`src/hdl/ouks_pkg.sv`:
```
// ----------------------------------------------------------------------------
// Ordered unique key set: shared types and codes
// Command and status codes, fixed port widths and the control word that the
// top level drives into each storage cell.
// ----------------------------------------------------------------------------
package ouks_pkg;

    localparam int CMD_BITS    = 2;
    localparam int KEY_IN_BITS = 16;
    localparam int STATUS_BITS = 2;
    localparam int FIELD_BITS  = 5;

    localparam logic [CMD_BITS-1:0] CMD_ADD    = 2'd0;
    localparam logic [CMD_BITS-1:0] CMD_REMOVE = 2'd1;
    localparam logic [CMD_BITS-1:0] CMD_FIND   = 2'd2;

    localparam logic [STATUS_BITS-1:0] ST_DONE        = 2'd0;
    localparam logic [STATUS_BITS-1:0] ST_DUPLICATE   = 2'd1;
    localparam logic [STATUS_BITS-1:0] ST_NOT_PRESENT = 2'd2;
    localparam logic [STATUS_BITS-1:0] ST_FULL        = 2'd3;

    typedef struct packed {
        logic probe;
        logic load;
        logic shift;
    } cell_ctrl_t;

endpackage

```
`src/hdl/ordered_unique_key_set.sv`:
```
// ----------------------------------------------------------------------------
// Ordered unique key set
// A bounded set of unique keys in insertion order, held in a row of cells.
//
//   Channel   Ports                                     Transaction
//   command   start, busy, command, key                 start high, busy low
//   result    done, status, position, steps, entry_count done high, one cycle
//
// For each command, in the accepting cycle every cell compares its key with
// the probe, and in the next cycle the match is encoded and the row is
// updated (append, or shift down to close a gap). The result appears on the
// cycle after that, while a new command may already be accepted.
// Reset clears all valid bits and the entry count at once; the receiver
// cannot stall.
// ----------------------------------------------------------------------------
module ordered_unique_key_set #(
    parameter int CAPACITY = 16,
    parameter int KEY_BITS = 16
) (
    input  logic                                  clk,
    input  logic                                  rst_n,
    input  logic                                  start,
    output logic                                  busy,
    input  logic [ouks_pkg::CMD_BITS-1:0]         command,
    input  logic [ouks_pkg::KEY_IN_BITS-1:0]      key,
    output logic                                  done,
    output logic [ouks_pkg::STATUS_BITS-1:0]      status,
    output logic [ouks_pkg::FIELD_BITS-1:0]       position,
    output logic [ouks_pkg::FIELD_BITS-1:0]       steps,
    output logic [ouks_pkg::FIELD_BITS-1:0]       entry_count
);
    import ouks_pkg::*;

    localparam int KW = (KEY_BITS < KEY_IN_BITS) ? KEY_BITS : KEY_IN_BITS;
    localparam int CW = $clog2(CAPACITY + 1);
    localparam int IW = $clog2(CAPACITY);

    localparam logic PH_IDLE = 1'b0;
    localparam logic PH_ACT  = 1'b1;

    logic                   phase_reg;
    logic                   phase_next;
    logic [CMD_BITS-1:0]    cmd_reg;
    logic [KW-1:0]          key_reg;
    logic [CW-1:0]          count_reg;
    logic [CW-1:0]          count_next;
    logic                   done_reg;
    logic [STATUS_BITS-1:0] status_reg;
    logic [STATUS_BITS-1:0] status_next;
    logic [CW-1:0]          pos_reg;
    logic [CW-1:0]          pos_next;
    logic [CW-1:0]          steps_reg;
    logic [CW-1:0]          steps_next;

    logic                   accept;
    logic [KW-1:0]          probe_key;
    logic [KW-1:0]          cell_key   [CAPACITY];
    logic                   cell_valid [CAPACITY];
    logic [CAPACITY-1:0]    match;
    logic                   hit;
    logic [IW-1:0]          idx;
    logic [CW-1:0]          hit_pos;
    logic                   do_append;
    logic                   do_remove;
    cell_ctrl_t             ctrl [CAPACITY];

    assign accept    = start && (phase_reg == PH_IDLE);
    assign busy      = (phase_reg == PH_ACT);
    assign probe_key = key[KW-1:0];

    always_comb
    begin
        idx = '0;
        for (int i = 0; i < CAPACITY; i++)
        begin
            if (match[i])
            begin
                idx = idx | IW'(i);
            end
        end
    end

    assign hit     = |match;
    assign hit_pos = CW'(idx) + CW'(1);

    always_comb
    begin
        status_next = ST_NOT_PRESENT;
        pos_next    = '0;
        steps_next  = '0;
        count_next  = count_reg;
        do_append   = 1'b0;
        do_remove   = 1'b0;
        unique case (cmd_reg)
            CMD_ADD:
            begin
                if (hit)
                begin
                    status_next = ST_DUPLICATE;
                    pos_next    = hit_pos;
                    steps_next  = hit_pos;
                end
                else if (count_reg == CW'(CAPACITY))
                begin
                    status_next = ST_FULL;
                    steps_next  = count_reg;
                end
                else
                begin
                    status_next = ST_DONE;
                    pos_next    = count_reg + CW'(1);
                    steps_next  = count_reg;
                    count_next  = count_reg + CW'(1);
                    do_append   = 1'b1;
                end
            end
            CMD_REMOVE:
            begin
                if (hit)
                begin
                    status_next = ST_DONE;
                    pos_next    = hit_pos;
                    steps_next  = hit_pos;
                    count_next  = count_reg - CW'(1);
                    do_remove   = 1'b1;
                end
                else
                begin
                    steps_next = count_reg;
                end
            end
            CMD_FIND:
            begin
                if (hit)
                begin
                    status_next = ST_DONE;
                    pos_next    = hit_pos;
                    steps_next  = hit_pos;
                end
                else
                begin
                    steps_next = count_reg;
                end
            end
            default:
            begin
                status_next = ST_NOT_PRESENT;
            end
        endcase
    end

    genvar g;
    generate
        for (g = 0; g < CAPACITY; g++)
        begin : g_cell
            logic [KW-1:0] upper_key;
            logic          upper_valid;

            if (g == CAPACITY - 1)
            begin : g_last
                assign upper_key   = '0;
                assign upper_valid = 1'b0;
            end
            else
            begin : g_mid
                assign upper_key   = cell_key[g+1];
                assign upper_valid = cell_valid[g+1];
            end

            assign ctrl[g].probe = accept;
            assign ctrl[g].load  = (phase_reg == PH_ACT) && do_append
                                   && (count_reg == CW'(g));
            assign ctrl[g].shift = (phase_reg == PH_ACT) && do_remove
                                   && (IW'(g) >= idx);

            ouks_cell #(
                .KW(KW)
            ) u_cell (
                .clk        (clk),
                .rst_n      (rst_n),
                .ctrl       (ctrl[g]),
                .probe_key  (probe_key),
                .load_key   (key_reg),
                .next_key   (upper_key),
                .next_valid (upper_valid),
                .key_q      (cell_key[g]),
                .valid_q    (cell_valid[g]),
                .match_q    (match[g])
            );
        end
    endgenerate

    always_comb
    begin
        unique case (phase_reg)
            PH_IDLE: phase_next = accept ? PH_ACT : PH_IDLE;
            PH_ACT:  phase_next = PH_IDLE;
            default: phase_next = PH_IDLE;
        endcase
    end

    always_ff @(posedge clk)
    begin
        if (accept)
        begin
            cmd_reg <= command;
            key_reg <= probe_key;
        end
        if (phase_reg == PH_ACT)
        begin
            status_reg <= status_next;
            pos_reg    <= pos_next;
            steps_reg  <= steps_next;
        end
    end

    always_ff @(posedge clk or negedge rst_n)
    begin
        if (!rst_n)
        begin
            phase_reg <= PH_IDLE;
            count_reg <= '0;
            done_reg  <= 1'b0;
        end
        else
        begin
            phase_reg <= phase_next;
            done_reg  <= (phase_reg == PH_ACT);
            if (phase_reg == PH_ACT)
            begin
                count_reg <= count_next;
            end
        end
    end

    assign done        = done_reg;
    assign status      = status_reg;
    assign position    = FIELD_BITS'(pos_reg);
    assign steps       = FIELD_BITS'(steps_reg);
    assign entry_count = FIELD_BITS'(count_reg);

endmodule

```
`src/hdl/ouks_cell.sv`:
```
// ----------------------------------------------------------------------------
// Ordered unique key set: storage cell
// Holds one key and its valid bit, compares a probe key, loads a new key and
// can take the key of its upper neighbour when the row closes a gap.
// ----------------------------------------------------------------------------
module ouks_cell #(
    parameter int KW = 16
) (
    input  logic                clk,
    input  logic                rst_n,
    input  ouks_pkg::cell_ctrl_t ctrl,
    input  logic [KW-1:0]       probe_key,
    input  logic [KW-1:0]       load_key,
    input  logic [KW-1:0]       next_key,
    input  logic                next_valid,
    output logic [KW-1:0]       key_q,
    output logic                valid_q,
    output logic                match_q
);
    import ouks_pkg::*;

    logic [KW-1:0] key_reg;
    logic [KW-1:0] key_next;
    logic          valid_reg;
    logic          valid_next;
    logic          match_reg;
    logic          match_next;

    always_comb
    begin
        key_next   = key_reg;
        valid_next = valid_reg;
        match_next = match_reg;
        if (ctrl.probe)
        begin
            match_next = valid_reg && (key_reg == probe_key);
        end
        if (ctrl.load)
        begin
            key_next   = load_key;
            valid_next = 1'b1;
        end
        else if (ctrl.shift)
        begin
            key_next   = next_key;
            valid_next = next_valid;
        end
    end

    always_ff @(posedge clk)
    begin
        key_reg <= key_next;
    end

    always_ff @(posedge clk or negedge rst_n)
    begin
        if (!rst_n)
        begin
            valid_reg <= 1'b0;
            match_reg <= 1'b0;
        end
        else
        begin
            valid_reg <= valid_next;
            match_reg <= match_next;
        end
    end

    assign key_q   = key_reg;
    assign valid_q = valid_reg;
    assign match_q = match_reg;

endmodule

```
`config.mk`:
```
export PLATFORM = sky130hd
export DESIGN_NAME = ordered_unique_key_set
export DESIGN_NICKNAME = d
export VERILOG_FILES = /design/src/hdl/ouks_pkg.sv /design/src/hdl/ordered_unique_key_set.sv /design/src/hdl/ouks_cell.sv
export SDC_FILE = /design/constraint.sdc
export NUM_CORES = 1
export LEC_CHECK = 0
export BUFFER_PORTS_ARGS = -buffer_cell sky130_fd_sc_hd__buf_2
export CORE_MARGIN = 1
export CORE_UTILIZATION = 55
export CTS_BUF_LIST = sky130_fd_sc_hd__clkbuf_4 sky130_fd_sc_hd__clkbuf_8
export DETAILED_ROUTE_END_ITERATION = 12
export PLACE_DENSITY = 0.82
export SKIP_LAST_GASP = 1
export SLEW_MARGIN = 25
export SYNTH_ARGS = -nofsm -noshare
export SYNTH_HDL_FRONTEND = slang
export SYNTH_HIERARCHICAL = 1
export SYNTH_SLANG_ARGS = --single-unit
```
`constraint.sdc`:
```
create_clock -name clk -period 4.7 [get_ports clk]
set_input_delay 0.47 -clock clk [delete_from_list [all_inputs] [get_ports clk]]
set_output_delay 0.47 -clock clk [all_outputs]
set_load 0.005 [all_outputs]
```
==> flow_summary.toml <==
[worst_setup_path]
crit_family = "simple AND/OR/NAND/NOR gates"
timing.rr.start = "g_cell[11].u_cell/match_q$_DFFE_PN0P_"
r2r_cells = 6
cp-end-kind = "flip-flop"
crit_chain = "nor4_4 -> and4_1 -> nand3_2 -> nor3b_4 -> and4bb_1 -> or2_2"
worstPathRequired_ns = 4.93
worst-path-buf-inv = 0
max_stage_delay_ns = 0.82
start_kind = "flip-flop"
crit_slowest_cell = "and4bb_1"
r2r-end = "g_cell[2].u_cell/key_q[4]$_DFFE_PP_"
crit_fanout = 18
crit_arrival_ns = 4.05
critPathKind = "flip-flop to flip-flop"
rrSetupSlack_ns = 0.88

[sta]
fin_skew_ns = 0.0234
slew_violations = 0
grt_setup_unrepaired = "no"
finalSetupTns_ns = 0
layout_min_cycle_time_ns = 3.82
setup_viol = 0
fin_crit_sh_pct = 81.3
hold-worst-slack_ns = 0.0298
hold_viol_final = 0
max_slew.worst_pin.slew_ns = 1.12
max_slew_margin_pct = 25.5
fmax_mhz = 262

[detailed_routing]
vias = 10300
drc = 0
ant_nets = 0
wl_per_cell_um = 24.5
totalWireLength_mm = 41.9
dr.first_iter.drc_count = 920
drt_pre_antenna_iters = 5
via_per_inst = 6.01

[global_route]
grt_pass1_vias = 10700
grt_overflow_total = 0
antenna_found_initial = 5
grt_start_max_net_pins = 40
grt_pass1_wl_mm = 62.8
groute.usage.overall_pct = 27.1

[logic_synthesis]
synthFlopType = "edfxtp_1"
ys_ff_latch = 325
synth_most_common_cell = "edfxtp_1"
synth-edff-count = 286
synth_cell_types = 49
yosys_warnings = 6
netlist_area_um2 = 17100
ys_top_cells_by_area = "edfxtp_1, mux2_2, xor2_1"
yosysTopAreaCell = "edfxtp_1"
synth_top_area_share_pct = 50.2
seq_area_frac_synth_pct = 55.9
synth_area_per_cell_um2 = 14.3
syn_inst = 1198
synth_top_cells_by_count = "edfxtp_1, mux2_2, xor2_1"
async_flop_share_pct = 12.0

[placed_design]
dp_hpwl_mm = 26.3
port_buffers = 39
dpl-instance-area_um2 = 17700
gp_congestion = 0.946

[cts]
htree_num_levels = 2
root_buffer = "clkbuf_8"
cts_setup_buffers = 0
cts_buffers = 52
insertion_delay_ns = 0.59
cts_tree = "yes"
clk_pin_slew_ns = 0.06
post_cts_resized = 0
cts_buffer_depth = 3
clock-sinks = 325
postCtsHoldBufs = 0

[floorplan]
initial_utilization_pct = 55.9
fp.dieH_um = 178
rows = 64
dieArea_um2 = 31800
io_pins = 40
dieWidth_um = 178
core-area_um2 = 30600

[power_and_ir_drop]
swShare_pct = 25.4
vdd_ir_drop_max_uv = 203
p_total_w = 0.00647
power_switching_w = 0.00164
p_int_w = 0.00482
pwr-share-clk_pct = 37.5
p_per_area_nw_per_um2 = 345
power_frac_seq_pct = 52.0
p_comb_share_pct = 10.5
leakage_nw = 6.87

[finish]
drive_gt1_share_pct = 32.8
area_growth_pct = 9.65
nFillCells = 2321
num_antenna_cells = 0
nets = 1308
fin_area_um2 = 18800
largest_reg_flops = 256

[min_path]
hold_class = "primary input to async pin"

[run]
maxCapViolCount = 0

[outcome]
outcome = "finished clean"
layout by cell type (no fill, tap or decap), types with 2 or more instances in the layout:
master / count
a211o_1: 16
a21oi_1: 14
a22oi_1: 2
and3_1: 3
and4_1: 4
and4b_1: 8
and4bb_1: 2
buf_2: 39
buf_4: 5
clkbuf_4: 21
clkbuf_8: 57
clkinv_1: 10
clkinv_2: 2
clkinvlp_4: 2
conb_1: 17
dfrtp_1: 39
edfxtp_1: 286
ha_1: 13
inv_1: 27
mux2_2: 258
nand2_1: 14
nand3_1: 19
nand4_1: 18
nor2_1: 22
nor2b_1: 17
nor3_1: 18
nor4_1: 52
nor4_4: 3
o21ai_0: 3
o22ai_2: 16
or2_2: 19
or3_1: 2
or4_1: 2
xnor2_1: 18
xor2_1: 245
per-layer routing:
| layer | global-route usage [%] | wire length, µm |
|---|---|---|
| met5 | 0 | 0 |
| met2 | 47.0 | 21000 |
| met4 | 10.8 | 1480 |
| met1 | 33.4 | 16100 |
| met3 | 4.77 | 3280 |
cells by family after synthesis:
logic type | synth area share, %
muxes | 17.0
xor gates and xnor gates | 13.5
adders and majority gates | 0.950
buffers and inverters | 1.99
other | 0.0219
AOI/OAI and AO/OA | 2.96
and+or+nand+nor | 7.70
DFF | 55.9
cell type report:
type                    count  area, µm²  area share (%)
flip-flops and latches    325       9560            51.0
repair buffers             46        275            1.47
inverters                  27        101           0.540
clock buffers              78        942            5.02
clock inverters            17        110           0.587
well taps                 396        495            2.64
multi-input cells         822       7280            38.8
worst register-to-register path: stages (launching register included):
cell,delay (ns)
dfrtp_1,0.44
nor4_4,0.38
and4_1,0.48
nand3_2,0.18
nor3b_4,0.68
and4bb_1,0.82
or2_2,0.48
through the flow:
| step | cells | util [%] | setup slack, ns |
|---|---|---|---|
| floorplan | 1214 | - | 1.17 |
| global placement | 1614 | 57.8 | 1.07 |
| detailed placement | 1614 | 57.8 | 0.959 |
| CTS | 1709 | 61.2 | 0.912 |
| global route | 1711 | 61.3 | 0.624 |
| finish | 1711 | 61.3 | 0.880 |
worst max-delay path by stage:
stage,startpoint,end,slack [ns],cells past startpoint
final,g_cell[11].u_cell/match_q$_DFFE_PN0P_,g_cell[2].u_cell/key_q[4]$_DFFE_PP_,0.88,6
after global routing,g_cell[11].u_cell/match_q$_DFFE_PN0P_,g_cell[5].u_cell/key_q[11]$_DFFE_PP_,0.62,6
after detailed placement,g_cell[11].u_cell/match_q$_DFFE_PN0P_,g_cell[5].u_cell/key_q[8]$_DFFE_PP_,0.96,6
after global placement,g_cell[7].u_cell/match_q$_DFFE_PN0P_,g_cell[5].u_cell/key_q[14]$_DFFE_PP_,1.07,6
after floorplan,busy$_DFF_PN0_,g_cell[0].u_cell/match_q$_DFFE_PN0P_,1.17,3
after CTS,g_cell[11].u_cell/match_q$_DFFE_PN0P_,g_cell[5].u_cell/key_q[2]$_DFFE_PP_,0.91,6
power by group through the flow:
stage / Combinational (W) / Clock (W) / Sequential (W)
6_report: 0.000679 / 0.00243 / 0.00336
5_1_grt: 0.000716 / 0.00257 / 0.00337
4_1_cts: 0.000661 / 0.00245 / 0.00336
3_5_place_dp: 0.000655 / 0 / 0.00342
3_3_place_gp: 0.000646 / 0 / 0.00341
2_1_floorplan: 0.000379 / 0 / 0.00336
Note: power is estimated with default switching activity, not from simulation.
